**src/rtl/core/uack_pkg.sv**
```systemverilog
package uack_pkg;

   localparam int unsigned PktLen = 10;
   localparam int unsigned PosWidth = 4;

   localparam logic [7:0] SYNC_CHAR_1 = 8'hB5;
   localparam logic [7:0] SYNC_CHAR_2 = 8'h62;
   localparam logic [7:0] ACK_CLASS = 8'h05;
   localparam logic [7:0] NAK_ID = 8'h00;

   // fixed header positions and the payload positions that carry meaning
   localparam logic [PosWidth-1:0] POS_FIRST_PAYLOAD = 4'd3;
   localparam logic [PosWidth-1:0] POS_LAST_SUMMED = 4'd7;
   localparam logic [PosWidth-1:0] POS_ECHO_CLASS = 4'd6;
   localparam logic [PosWidth-1:0] POS_ECHO_ID = 4'd7;
   localparam logic [PosWidth-1:0] POS_CK_A = 4'd8;
   localparam logic [PosWidth-1:0] POS_LAST = 4'd9;

   localparam logic [7:0] EXPECT_CLASS_RESET = 8'd6;
   localparam logic [7:0] EXPECT_MSG_ID_RESET = 8'd49;
   localparam logic [15:0] TIMEOUT_LIMIT_RESET = 16'd1500;
   localparam logic [15:0] TICK_MAX = 16'hFFFF;

   localparam logic [1:0] KIND_ARM = 2'd0;
   localparam logic [1:0] KIND_BYTE = 2'd1;
   localparam logic [1:0] KIND_TICK = 2'd2;

   localparam logic [1:0] OUTCOME_ACK = 2'd0;
   localparam logic [1:0] OUTCOME_NAK = 2'd1;
   localparam logic [1:0] OUTCOME_MISMATCH = 2'd2;
   localparam logic [1:0] OUTCOME_TIMEOUT = 2'd3;

   localparam logic [1:0] CSR_EXPECT_CLASS = 2'd0;
   localparam logic [1:0] CSR_EXPECT_MSG_ID = 2'd1;
   localparam logic [1:0] CSR_TIMEOUT_LIMIT = 2'd2;

   typedef struct packed {
      logic [1:0] kind;
      logic [7:0] rx_byte;
   } item_type;

   typedef struct packed {
      logic [7:0]  expect_class;
      logic [7:0]  expect_msg_id;
      logic [15:0] timeout_limit;
   } cfg_type;

   typedef struct packed {
      logic       fire;
      logic [1:0] outcome;
   } result_type;

   function automatic logic [7:0] header_byte(input logic [1:0] idx);
      logic [7:0] hb;
      case (idx)
         2'd0: hb = SYNC_CHAR_1;
         2'd1: hb = SYNC_CHAR_2;
         default: hb = ACK_CLASS;
      endcase
      return hb;
   endfunction

endpackage

```
**src/rtl/core/uack_engine.sv**
```systemverilog
module uack_engine (
   input  logic                  clock,
   input  logic                  reset,
   input  logic                  go,
   input  uack_pkg::item_type    item,
   input  uack_pkg::cfg_type     cfg,
   output uack_pkg::result_type  result
);
   import uack_pkg::*;

   logic                armed_ff, armed_in;
   logic [PosWidth-1:0] pos_ff, pos_in;
   logic [15:0]         tick_ff, tick_in;
   logic [7:0]          ck_a_ff, ck_a_in;
   logic [7:0]          ck_b_ff, ck_b_in;
   logic [7:0]          echo_class_ff, echo_class_in;
   logic [7:0]          echo_id_ff, echo_id_in;
   logic                ck_a_ok_ff, ck_a_ok_in;
   logic [7:0]          sum_a;
   logic [15:0]         tick_inc;

   // running Fletcher sums start as if byte 2 (0x05) was already summed
   assign sum_a = 8'(ck_a_ff + item.rx_byte);
   assign tick_inc = (tick_ff == TICK_MAX) ? tick_ff : 16'(tick_ff + 16'd1);

   always_comb begin
      armed_in = armed_ff;
      pos_in = pos_ff;
      tick_in = tick_ff;
      ck_a_in = ck_a_ff;
      ck_b_in = ck_b_ff;
      echo_class_in = echo_class_ff;
      echo_id_in = echo_id_ff;
      ck_a_ok_in = ck_a_ok_ff;
      result = '0;
      if (go) begin
         unique case (item.kind)
            KIND_ARM: begin
               armed_in = 1'b1;
               pos_in = '0;
               tick_in = '0;
               ck_a_in = ACK_CLASS;
               ck_b_in = ACK_CLASS;
            end
            KIND_TICK: begin
               if (armed_ff) begin
                  tick_in = tick_inc;
                  if (tick_inc > cfg.timeout_limit) begin
                     armed_in = 1'b0;
                     result.fire = 1'b1;
                     result.outcome = OUTCOME_TIMEOUT;
                  end
               end
            end
            KIND_BYTE: begin
               if (armed_ff) begin
                  if (pos_ff < POS_FIRST_PAYLOAD) begin
                     // header mismatch is dropped, position holds
                     if (item.rx_byte == header_byte(pos_ff[1:0])) begin
                        pos_in = pos_ff + 4'd1;
                     end
                  end else begin
                     pos_in = pos_ff + 4'd1;
                     if (pos_ff <= POS_LAST_SUMMED) begin
                        ck_a_in = sum_a;
                        ck_b_in = 8'(ck_b_ff + sum_a);
                     end
                     if (pos_ff == POS_ECHO_CLASS) begin
                        echo_class_in = item.rx_byte;
                     end
                     if (pos_ff == POS_ECHO_ID) begin
                        echo_id_in = item.rx_byte;
                     end
                     if (pos_ff == POS_CK_A) begin
                        ck_a_ok_in = (item.rx_byte == ck_a_ff);
                     end
                  end
                  if (pos_ff == POS_LAST) begin
                     armed_in = 1'b0;
                     result.fire = 1'b1;
                     if (echo_class_ff == cfg.expect_class && echo_id_ff == cfg.expect_msg_id
                         && ck_a_ok_ff && item.rx_byte == ck_b_ff) begin
                        result.outcome = OUTCOME_ACK;
                     end else begin
                        result.outcome = OUTCOME_MISMATCH;
                     end
                  end else if (tick_ff > cfg.timeout_limit) begin
                     armed_in = 1'b0;
                     result.fire = 1'b1;
                     result.outcome = OUTCOME_TIMEOUT;
                  end else if (pos_ff == POS_FIRST_PAYLOAD && item.rx_byte == NAK_ID) begin
                     armed_in = 1'b0;
                     result.fire = 1'b1;
                     result.outcome = OUTCOME_NAK;
                  end
               end
            end
            default: begin
            end
         endcase
      end
   end

   always_ff @(posedge clock) begin
      if (reset) begin
         armed_ff <= 1'b0;
         pos_ff <= '0;
         tick_ff <= '0;
         ck_a_ff <= ACK_CLASS;
         ck_b_ff <= ACK_CLASS;
      end else begin
         armed_ff <= armed_in;
         pos_ff <= pos_in;
         tick_ff <= tick_in;
         ck_a_ff <= ck_a_in;
         ck_b_ff <= ck_b_in;
      end
   end

   always_ff @(posedge clock) begin
      echo_class_ff <= echo_class_in;
      echo_id_ff <= echo_id_in;
      ck_a_ok_ff <= ck_a_ok_in;
   end

`ifndef SYNTHESIS
   a_pos_in_range: assert property (@(posedge clock) disable iff (reset)
      armed_ff |-> (pos_ff < 4'(PktLen)))
      else $error("position past packet end while armed");

   a_fire_needs_armed: assert property (@(posedge clock) disable iff (reset)
      result.fire |-> (go && armed_ff))
      else $error("result without an armed wait");

   a_fire_disarms: assert property (@(posedge clock) disable iff (reset)
      result.fire |=> !armed_ff)
      else $error("block still armed after a result");

   a_tick_saturates: assert property (@(posedge clock) disable iff (reset)
      (go && item.kind == KIND_TICK && tick_ff == TICK_MAX) |=> (tick_ff == TICK_MAX))
      else $error("tick counter wrapped");
`endif

endmodule

```
**src/rtl/core/ubx_ack_receiver.sv**
```systemverilog
// Waits for the acknowledge reply to a command. Each item (arm, received
// byte or millisecond tick) is taken into an input register, handled
// combinationally by the engine, and any outcome lands in a result
// register, so an item can be accepted every cycle while req_stall is low.
// req_stall rises only while the result register is full and stalled.
// Outcomes: 0 ack, 1 nak, 2 id or checksum mismatch, 3 timeout.
// Registers: 0 expected class, 1 expected message id, 2 timeout limit in
// ticks.
module ubx_ack_receiver (
   input  logic        clock,
   input  logic        reset,
   input  logic        req_valid,
   output logic        req_stall,
   input  logic [1:0]  req_kind,
   input  logic [7:0]  req_rx_byte,
   output logic        rsp_valid,
   input  logic        rsp_stall,
   output logic [1:0]  rsp_outcome,
   input  logic        csr_write,
   input  logic [1:0]  csr_index,
   input  logic [15:0] csr_data
);
   import uack_pkg::*;

   cfg_type    cfg_ff;
   logic       in_valid_ff;
   item_type   in_item_ff;
   logic       rsp_valid_ff;
   logic [1:0] rsp_outcome_ff;
   logic       out_free;
   logic       advance;
   logic       req_accept;
   result_type result;

   assign out_free = !rsp_valid_ff || !rsp_stall;
   assign advance = in_valid_ff && out_free;
   assign req_stall = in_valid_ff && !out_free;
   assign req_accept = req_valid && !req_stall;

   always_ff @(posedge clock) begin
      if (reset) begin
         cfg_ff.expect_class <= EXPECT_CLASS_RESET;
         cfg_ff.expect_msg_id <= EXPECT_MSG_ID_RESET;
         cfg_ff.timeout_limit <= TIMEOUT_LIMIT_RESET;
      end else if (csr_write) begin
         unique case (csr_index)
            CSR_EXPECT_CLASS: cfg_ff.expect_class <= csr_data[7:0];
            CSR_EXPECT_MSG_ID: cfg_ff.expect_msg_id <= csr_data[7:0];
            CSR_TIMEOUT_LIMIT: cfg_ff.timeout_limit <= csr_data;
            default: begin
            end
         endcase
      end
   end

   always_ff @(posedge clock) begin
      if (reset) begin
         in_valid_ff <= 1'b0;
      end else if (req_accept) begin
         in_valid_ff <= 1'b1;
      end else if (advance) begin
         in_valid_ff <= 1'b0;
      end
   end

   always_ff @(posedge clock) begin
      if (req_accept) begin
         in_item_ff.kind <= req_kind;
         in_item_ff.rx_byte <= req_rx_byte;
      end
   end

   uack_engine u_engine (
      .clock  (clock),
      .reset  (reset),
      .go     (advance),
      .item   (in_item_ff),
      .cfg    (cfg_ff),
      .result (result)
   );

   always_ff @(posedge clock) begin
      if (reset) begin
         rsp_valid_ff <= 1'b0;
      end else if (advance) begin
         rsp_valid_ff <= result.fire;
      end else if (!rsp_stall) begin
         rsp_valid_ff <= 1'b0;
      end
   end

   always_ff @(posedge clock) begin
      if (advance && result.fire) begin
         rsp_outcome_ff <= result.outcome;
      end
   end

   assign rsp_valid = rsp_valid_ff;
   assign rsp_outcome = rsp_outcome_ff;

endmodule

```
**config.mk**
```make
export PLATFORM = sky130hd
export DESIGN_NAME = ubx_ack_receiver
export DESIGN_NICKNAME = d
export VERILOG_FILES = /design/src/rtl/core/uack_pkg.sv /design/src/rtl/core/uack_engine.sv /design/src/rtl/core/ubx_ack_receiver.sv
export SDC_FILE = /design/constraint.sdc
export NUM_CORES = 1
export LEC_CHECK = 0
export ABC_AREA = 1
export CORE_ASPECT_RATIO = 1.25
export CORE_UTILIZATION = 50
export CTS_BUF_LIST = sky130_fd_sc_hd__clkbuf_4
export DETAILED_ROUTE_END_ITERATION = 8
export DONT_BUFFER_PORTS = 1
export GPL_TIMING_DRIVEN = 0
export PLACE_DENSITY = 0.72
export RECOVER_POWER = 50
export SLEW_MARGIN = 25
export SYNTH_ARGS = -nofsm -noshare
export SYNTH_HDL_FRONTEND = slang
export SYNTH_SLANG_ARGS = --single-unit
```
**constraint.sdc**
```tcl
create_clock -name clock -period 3.83 [get_ports clock]
set_clock_uncertainty 0.2 [all_clocks]
set_input_delay 0.383 -clock clock [delete_from_list [all_inputs] [get_ports clock]]
set_output_delay 0.383 -clock clock [all_outputs]
set_load 0.05 [all_outputs]
```
==> results of run 1 <==
-- kinds of logic (layout without fill, tap and decap cells) --
| group | after synthesis | in the layout |
|---|---|---|
| and+or+nand+nor | 310 | 310 |
| AOI/OAI and AO/OA | 146 | 146 |
| buffers and inverters | 124 | 172 |
| DFF | 100 | 100 |
| adders and majority gates | 58 | 58 |
| xor gates and xnor gates | 27 | 27 |
-- cells in the final DEF, fill, tap and decap left out, types with 4 or more instances in the layout --
| cell | Yosys | layout |
|---|---|---|
| nand2_1 | 164 | 164 |
| inv_1 | 102 | 102 |
| dfxtp_1 | 71 | 71 |
| a21oi_1 | 70 | 70 |
| nor2_1 | 56 | 57 |
| ha_1 | 56 | 56 |
| o21ai_0 | 39 | 39 |
| dlygate4sd3_1 | 0 | 32 |
| nand3_1 | 29 | 29 |
| edfxtp_1 | 29 | 29 |
| xor2_1 | 21 | 21 |
| nor3_1 | 16 | 16 |
| clkbuf_1 | 10 | 10 |
| o211ai_1 | 10 | 10 |
| nand4_1 | 9 | 9 |
| clkbuf_4 | 0 | 9 |
| nand2_2 | 8 | 8 |
| o22ai_1 | 7 | 7 |
| inv_2 | 6 | 6 |
| nand3b_1 | 6 | 6 |
| xnor2_1 | 6 | 6 |
| nor4_1 | 4 | 4 |
| o21ai_1 | 4 | 4 |
-- final cells by class --
type | count | area, um2 | share of cell area
inverter | 111 | 417 | 0.0623
multi-input combinational | 541 | 3200 | 0.479
tap | 161 | 201 | 0.0301
clock inverter | 7 | 121 | 0.0181
buffer | 13 | 67.6 | 0.0101
sequential | 100 | 2290 | 0.343
timing repair buffer | 32 | 320 | 0.0479
clock buffer | 9 | 67.6 | 0.0101
-- registers in the layout, summed over array words and instances, names as in the netlist, 2 cells and up --
signal	flops
u_engine.ck_b_ff	8
u_engine.pos_ff	4
u_engine.echo_id_ff	8
u_engine.tick_ff	16
u_engine.echo_class_ff	8
in_item_ff	10
rsp_outcome	2
u_engine.ck_a_ff	8
cfg_ff	32
-- through the flow --
step / cells / setup slack [ps] / power, uW
floorplan: 765 / 957 / 1360
global placement: 926 / 589 / 1420
detailed placement: 926 / 500 / 1430
CTS: 974 / 484 / 2160
global route: 974 / 184 / 2250
finish: 974 / 494 / 2150
-- critical path, cell delays in order, from the launching register on --
cell and delay [ps]:
dfxtp_1 420, ha_1 210, inv_1 120, nor4_4 240, nand2_1 120, nor2_2 150, nand3b_1 100, and2_4 170
ha_1 260, nand2_1 50, inv_1 60, nand3_1 90, nor3_1 290, nand2_1 90, nand2_1 110, nand4_1 140
nand2_1 110, nand2_1 70, inv_1 80
-- where the power goes --
| part | leakage, uW | switching (uW) | internal, uW | total (uW) |
|---|---|---|---|---|
| combinational | 0.00201 | 176 | 110 | 286 |
| sequential | 0.000845 | 31.6 | 1120 | 1150 |
| clock | 0.000101 | 372 | 335 | 707 |
| total | 0.00296 | 579 | 1570 | 2150 |
-- metal layers --
metal	global-route usage	part of all wire	vias to the layer above	wire (um)
met5	0	0	-	0
met4	0.127	0.031	0	447
met3	0.0320	0.032	34	466
met2	0.453	0.52	123	7550
met1	0.282	0.42	2395	6020
li1	-	-	2627	-
-- timing repair --
action | in CTS | in global routing
setup buffers | 0 | 0
endpoints found under the hold margin | 44 | 0
hold buffers | 32 | 0
-- path summary, 6_finish.rpt --
check,start,end,slack [ps],cells past startpoint
max,u_engine.tick_ff[1],rsp_outcome[0],490,18
min,csr_index[0],cfg_ff[25],40,3
max reg2reg,u_engine.tick_ff[1],rsp_outcome[0],490,18
min reg2reg,u_engine.ck_a_ff[6],u_engine.ck_a_ff[6],280,2
==> metrics.txt, run 1 <==
DP Area 6190 um2; clock latency on the worst-skew pair 470 ps; post-synth top area cell dfxtp_1; clock root buffer clkbuf_4; fin crit period 3340 ps; drt drc 0; layout cells sized above 1 0.0664; MaxCap Viol Count 0; TNS Setup 0 ps; Setup crit start kind register; CTS buffer count 9; Via density 5.32; crit path kind register to register; f_max 0.300 GHz; final net count 899; area growth from synthesis to layout 11.7%; Worst VDD drop 0.000222 V; drt pass-1 iters 5; Synthesized Nets 856; Cell Area, Synth 5990 um2; max_slew headroom 0.366; period utilization 0.871; final WL 14500 um; flops & latches, synth 100; Die ar. 12400 um2; initial antenna violation count 0; fill count 1098; clock-pin slew on the worst setup and hold paths 150 ps; Synth top cells by count 164 x nand2_1, 102 x inv_1, 71 x dfxtp_1, 70 x a21oi_1; starting density of the core 0.515; Pwr Density 321 nW/um2; sequential fraction of the synthesis area 0.383; async set-reset flop share out of synthesis 0; Compound-Gate Fraction of Synth Area 0.136; ys flop type dfxtp_1; CTS Sinks 100; clk buf depth 2; Gate Count Post-Synth 765; Worst Max-Slew Pin Slew 947 ps; CTS H-tree depth 3; Final Max Slew Viols 0; status complete, no violations; gpl congestion 0.904; critical path peak fanout 4; IO buf count 0; LEAKAGE 0.00296 uW; synth top area cells dfxtp_1 24%, edfxtp_1 15%, ha_1 12%; Core ar. 11600 um2; synth warn 0; CTS resizes 0; Post-synth EDFFs 29; initial DRC count 254; CP Data Required Time 3820 ps; first-pass GRT wire length 24500 um; CTS tree yes; Hold/Removal Path Class input port to register; Syn Area/Cell 7.83 um2; Finish-stage setup viols 0; Wirelength per Cell 14.9 um; die height 124 um; Crit path arrival time 3330 ps; Row Count 44; Antenna diodes 0; top-count cell post-synth nand2_1; routed via count 5179; Total GRT Usage 0.250; vias in the first global route 5438; io pins 37; die width 99.9 um; Synth top area share 0.237; Synth Area in Simple Gates 0.237; maximum number of pins on one net before global-route repair 18; hold slack 36.4 ps; multiplexer share of the synthesized area 0; post-DP HPWL 11200 um; largest family of logic cells by synthesized area simple AND/OR/NAND/NOR gates; Adder-Cell Fraction of Synth Area 0.124; Antenna Nets Post-Route 0; post-route design area 6690 um2; XOR/XNOR Fraction of Synth Area 0.0395; post-synth cell types 47; RSZ-0062 raised after global routing no; total grt overflow 0; Critical Path End Type register; hold violation total from the final report 0; Final Util 0.576
Power figures use the tool's default switching activity.
==> inputs of run 2 (changes only) <==
--- a/config.mk
+++ b/config.mk
@@ -11,7 +11,6 @@
 export CTS_BUF_LIST = sky130_fd_sc_hd__clkbuf_4
 export DETAILED_ROUTE_END_ITERATION = 8
 export DONT_BUFFER_PORTS = 1
-export GPL_TIMING_DRIVEN = 0
 export PLACE_DENSITY = 0.72
 export RECOVER_POWER = 50
 export SLEW_MARGIN = 25
==> run 2 against run 1 <==
Setup slack improved by 120 ps. Power fell by 5.6%. Cell count is 0.72% lower. Worst hold slack lost 7.0 ps. Sequential share of layout area is 0.30 points higher. Routed wire length increased by 0.14%. Highest routed layer unchanged.
==> metrics.txt, run 2 (synthesized netlist as in run 1, its figures left out) <==
first-pass GRT wire length 23800 um (-3.1%); drt pass-1 iters 5 (unchanged); LEAKAGE 0.00296 uW (about the same); io pins 37 (unchanged); CTS buffer count 9 (unchanged); Buffers & Inverters on Critical Path 3 (unchanged); Largest Register cfg_ff; clock latency on the worst-skew pair 450 ps (-20 ps); R2R setup slack 620 ps (+120 ps); fin crit period 3210 ps (-122 ps); gpl congestion 0.877 (-3.0%); routed via count 5251 (+1.4%); crit path kind register to register; drt drc 0 (unchanged); Antenna diodes 0 (unchanged); initial antenna violation count 0 (unchanged); Worst VDD drop 0.000228 V (+2.8%); total grt overflow 0 (unchanged); Critical Path End Type register; Hold/Removal Path Class input port to register; post-CTS setup buffers 0 (unchanged); Core ar. 11600 um2 (unchanged); slowest CP cell dfxtp_1; Crit path arrival time 3210 ps (-120 ps); CP Data Required Time 3830 ps (about the same); Crit path top cell by count nand2_1; final net count 892 (-0.78%); CTS resizes 0 (unchanged); clock-pin slew on the worst setup and hold paths 160 ps (about the same); Final Max Slew Viols 0 (unchanged); CTS Sinks 100 (unchanged); Die ar. 12400 um2 (unchanged); critical path peak fanout 4 (unchanged); post-route design area 6630 um2 (-0.86%); DP Area 6150 um2 (-0.69%); R2R Path End rsp_outcome[0]; RR Startpoint u_engine.tick_ff[0]; status complete, no violations; die width 99.9 um (unchanged); met1 usage 0.277 (-0.00487); Worst Max-Slew Pin Slew 935 ps (-12.4 ps); Hold Buf Count CTS 32 (unchanged); Pwr Density 306 nW/um2 (-4.7%); die height 124 um (unchanged); GRT Max-Usage Layer met2; Setup crit start kind register; critical-path cell list ha_1 > inv_1 > nor4_4 > nand2_1 > nor2_2 > nand3b_1 > and2_4 > ha_1 > nand2_1 > inv_1 > nand3_1 > nor3_1 > nand2_1 > nand2_1 > nand4_1 > nand2_1 > nand2_1 > inv_1; max reg flops 32 (unchanged); TNS Setup 0 ps (unchanged); family with the most delay on the worst path simple AND/OR/NAND/NOR gates; period utilization 0.839 (-0.0319); Wirelength per Cell 15.0 um (+0.86%); clk buf depth 2 (unchanged); Antenna Nets Post-Route 0 (unchanged); met3 GRT Util 0.0286 (-0.00337); MaxCap Viol Count 0 (unchanged); Finish-stage setup viols 0 (unchanged); leading cell type in the layout, fill and taps excluded nand2_1; top flop regs cfg_ff: 32 flops, u_engine.tick_ff: 16 flops, in_item_ff: 10 flops; max_slew headroom 0.373 (+0.00677); Reg2Reg Depth 18 (unchanged); post-DP HPWL 10800 um (-3.4%); maximum number of pins on one net before global-route repair 37 (+19); IO buf count 0 (unchanged); initial DRC count 206 (-19%); hold violation total from the final report 0 (unchanged); hold slack 29.5 ps (-6.96 ps); clock root buffer clkbuf_4; CTS H-tree depth 3 (unchanged); WP depth 18 (unchanged); f_max 0.311 GHz (+3.8%); Total GRT Usage 0.241 (-0.00861); Worst path max stage delay 430 ps (about the same); met2 usage 0.452 (-0.000811); Row Count 44 (unchanged); Critical Path End rsp_outcome[0]; CTS tree yes; final WL 14500 um (+0.14%); layout cells sized above 1 0.0620 (-0.00439); area growth from synthesis to layout 10.8%; starting density of the core 0.515 (unchanged); vias in the first global route 5150 (-5.3%); CP startpoint u_engine.tick_ff[0]; most frequent cells in the layout 165 x nand2_1, 104 x inv_1, 71 x dfxtp_1, 70 x a21oi_1, 57 x nor2_1; RSZ-0062 raised after global routing no; power consumption 2030 uW (-5.6%); Via density 5.43 (+2.1%)
[run 2: cell types whose count changed in the layout (fill, tap and decap cells not counted), moves of 2 or more]
cell,before,now
inv_6,2,0
buf_4,0,2
bufinv_16,3,1
clkbuf_1,10,2
inv_1,102,104
inv_2,6,4
[run 2: routing by layer]
metal | vias to the layer above | wire length (um)
li1 | 2610 | -
met1 | 2497 | 6120
met2 | 120 | 7650
met3 | 24 | 458
met4 | 0 | 280
met5 | - | 0
[run 2: worst register-to-register path: cells and delay by family, from the launching register on]
kind	cells	cell delay, ps
flops	1	430
simple gates	13	1590
buf+inv	3	260
fa+ha+maj	2	470
[run 2: layout make-up]
type                            instances  area [um2]
Clock buffer                            9        67.6
Clock inverter                          7        86.3
Fill cell                            1066        4980
Inverter                              111         417
Multi-Input combinational cell        541        3200
Sequential cell                       100        2290
Tap cell                              161         201
Timing Repair Buffer                   38         373
[run 2: through the flow]
| step | utilization | setup WS (ps) | instances |
|---|---|---|---|
| finish | 0.571 | 617 | 967 |
| global route | 0.571 | 309 | 967 |
| CTS | 0.571 | 625 | 965 |
| detailed placement | 0.530 | 648 | 917 |
| global placement | 0.530 | 710 | 917 |
| floorplan | - | 957 | 765 |
[run 2: how the worst min path moves through the flow]
stage	startpoint	to	cells after the start
2_1_floorplan	cfg_ff[29]	cfg_ff[29]	2
3_3_place_gp	u_engine.ck_a_ff[5]	u_engine.ck_a_ff[5]	2
3_5_place_dp	reset	u_engine.tick_ff[15]	1
4_1_cts	csr_index[0]	cfg_ff[26]	3
5_1_grt	csr_index[1]	cfg_ff[25]	3
6_report	csr_index[1]	cfg_ff[25]	3
[run 2: where the power goes]
part / total [uW] / leakage (uW) / switching (uW) / internal (uW)
Clock: 589 / 0.0000851 / 378 / 211
Combinational: 286 / 0.00203 / 175 / 111
Sequential: 1150 / 0.000845 / 30.4 / 1120
Total: 2030 / 0.00296 / 583 / 1440
==> inputs of run 3 (changes only) <==
==> constraint.sdc (replaced) <==
create_clock -name clock -period 3.1 [get_ports clock]
set_clock_uncertainty 0.2 [all_clocks]
set_input_delay 0.31 -clock clock [delete_from_list [all_inputs] [get_ports clock]]
set_output_delay 0.31 -clock clock [all_outputs]
set_load 0.05 [all_outputs]
==> run 3 against run 2 <==
Clock power up 8.1%. Sequential cell count unchanged. Non-clock buffer count up 22. Via count shrank 0.44%. Design area up 3.5%. Register-to-register slack worse by 430 ps. Critical path depth did not move. Fmax rose by 10%. Sequential power up 23%. Worst hold slack better by 160 ps. Cell count grew 2.4%. Routed wire length up 0.25%.
==> metrics.txt, run 3 (synthesized netlist as in run 1, its figures left out) <==
status complete, no violations; hold violation total from the final report 0 (unchanged); drt pass-1 iters 4 (-1); Setup WS pre-CTS 30.0 ps (-618 ps); clock root buffer clkbuf_4; power consumption 2430 uW (+20%); Critical Path End Type register; area growth from synthesis to layout 14.6%; TNS Setup 0 ps (unchanged); Hold/Removal Path Class input port to register; starting density of the core 0.515 (unchanged); LEAKAGE 0.00306 uW (+3.6%); Row Count 44 (unchanged); max reg flops 32 (unchanged); Die ar. 12400 um2 (unchanged); initial DRC count 204 (-0.97%); Worst VDD drop 0.000270 V (+18%); first-pass GRT wire length 23600 um (-0.90%); routed via count 5228 (-0.44%); final WL 14500 um (+0.25%); clock latency on the worst-skew pair 470 ps (+20 ps); Setup crit start kind register; Final Max Slew Viols 0 (unchanged); vias in the first global route 5162 (+0.23%); max_slew headroom 0.102 (-0.271); MaxCap Viol Count 0 (unchanged); CP startpoint u_engine.tick_ff[0]; Crit path arrival time 2950 ps (-260 ps); CTS buffer count 9 (unchanged); crit path kind register to register; period utilization 0.941 (+0.102); CP Data Required Time 3130 ps (-700 ps); f_max 0.343 GHz (+10%); maximum number of pins on one net before global-route repair 36 (-2.7%); fin crit period 2920 ps (-296 ps); gpl congestion 0.915 (+4.4%); drt drc 0 (unchanged); Largest Register cfg_ff; Core ar. 11600 um2 (unchanged); fin worst setup slack 182 ps (-434 ps); Worst Max-Slew Pin Slew 1350 ps (+413 ps); post-DP HPWL 10900 um (+1.1%); most frequent cells in the layout 162 x nand2_1, 96 x inv_1, 67 x a21oi_1, 62 x dfxtp_1, 55 x nor2_1; total grt overflow 0 (unchanged); Via density 5.28 (-2.8%); clk buf depth 2 (unchanged); top flop regs cfg_ff: 32 flops, u_engine.tick_ff: 16 flops, in_item_ff: 10 flops; final net count 914 (+2.5%); CTS Sinks 100 (unchanged); Finish-stage setup viols 0 (unchanged); Wirelength per Cell 14.7 um (-2.1%); IO buf count 0 (unchanged); Total GRT Usage 0.243 (+0.00166); initial antenna violation count 1 (+1); critical path peak fanout 11 (+7); die width 99.9 um (unchanged); Final Util 0.591 (+0.0199); Pwr Density 354 nW/um2 (+16%); leading cell type in the layout, fill and taps excluded nand2_1; die height 124 um (unchanged); clock-pin slew on the worst setup and hold paths 160 ps (about the same); io pins 37 (unchanged); HP Start csr_write; layout cells sized above 1 0.120 (+0.0575); Antenna Nets Post-Route 0 (unchanged); RR Startpoint u_engine.tick_ff[0]; CTS tree yes; CTS H-tree depth 3 (unchanged)
-- run 3: power breakdown --
part	switching (uW)	internal [uW]	leakage (uW)
sequential	30.3	1380	0.000849
combinational	227	148	0.00214
clock	448	189	0.0000716
-- run 3: final cells by class --
| class | count | area [um2] |
|---|---|---|
| multi-input cells | 541 | 3280 |
| well taps | 161 | 201 |
| clock inverters | 5 | 36.3 |
| clock buffers | 11 | 82.6 |
| repair buffers | 60 | 538 |
| fillers | 1041 | 4750 |
| diodes | 1 | 2.50 |
| flip-flops and latches | 100 | 2300 |
| inverters | 111 | 419 |
-- run 3: metal layers --
layer  GRT usage  up-vias  routed length (um)
met3      0.0342       39                 642
met5           0        -                   0
met4       0.119        0                 444
met1       0.273     2390                5810
li1            -     2660                   -
met2       0.442      139                7640
-- run 3: what timing repair did --
item,CTS,global route
endpoints found under the hold margin,77,0
buffers inserted,0,7
gates resized for setup,1,38
pin swaps,0,12
hold buffers,37,0
setup endpoints to repair,2,7
-- run 3: critical path: stages (launching register included) --
cell     delay, ps
dfxtp_2        380
ha_2           190
inv_2           70
nor3_4         180
nand2_2        100
nor2_4         180
inv_4          120
nand2_2        100
ha_1           240
a21oi_1        150
nor2_1          60
nor3_2         190
nand2_1         90
nand2_1         70
nand2_1         60
nand4_1        110
nand2_1         80
nand2_2         70
inv_2           40
-- run 3: worst paths after layout --
kind / endpoint / slack [ps] / depth (start not counted)
min: cfg_ff[12] / 190 / 2
max reg2reg: rsp_outcome[1] / 180 / 18
max: rsp_outcome[1] / 180 / 18
min reg2reg: u_engine.ck_a_ff[6] / 280 / 2
-- run 3: per-stage QoR --
stage	instance area, um2	hold slack [ps]	cells
global placement	6240	181	929
global route	6860	244	990
CTS	6750	180	982
floorplan	5990	209	765
detailed placement	6240	180	929
finish	6860	192	990
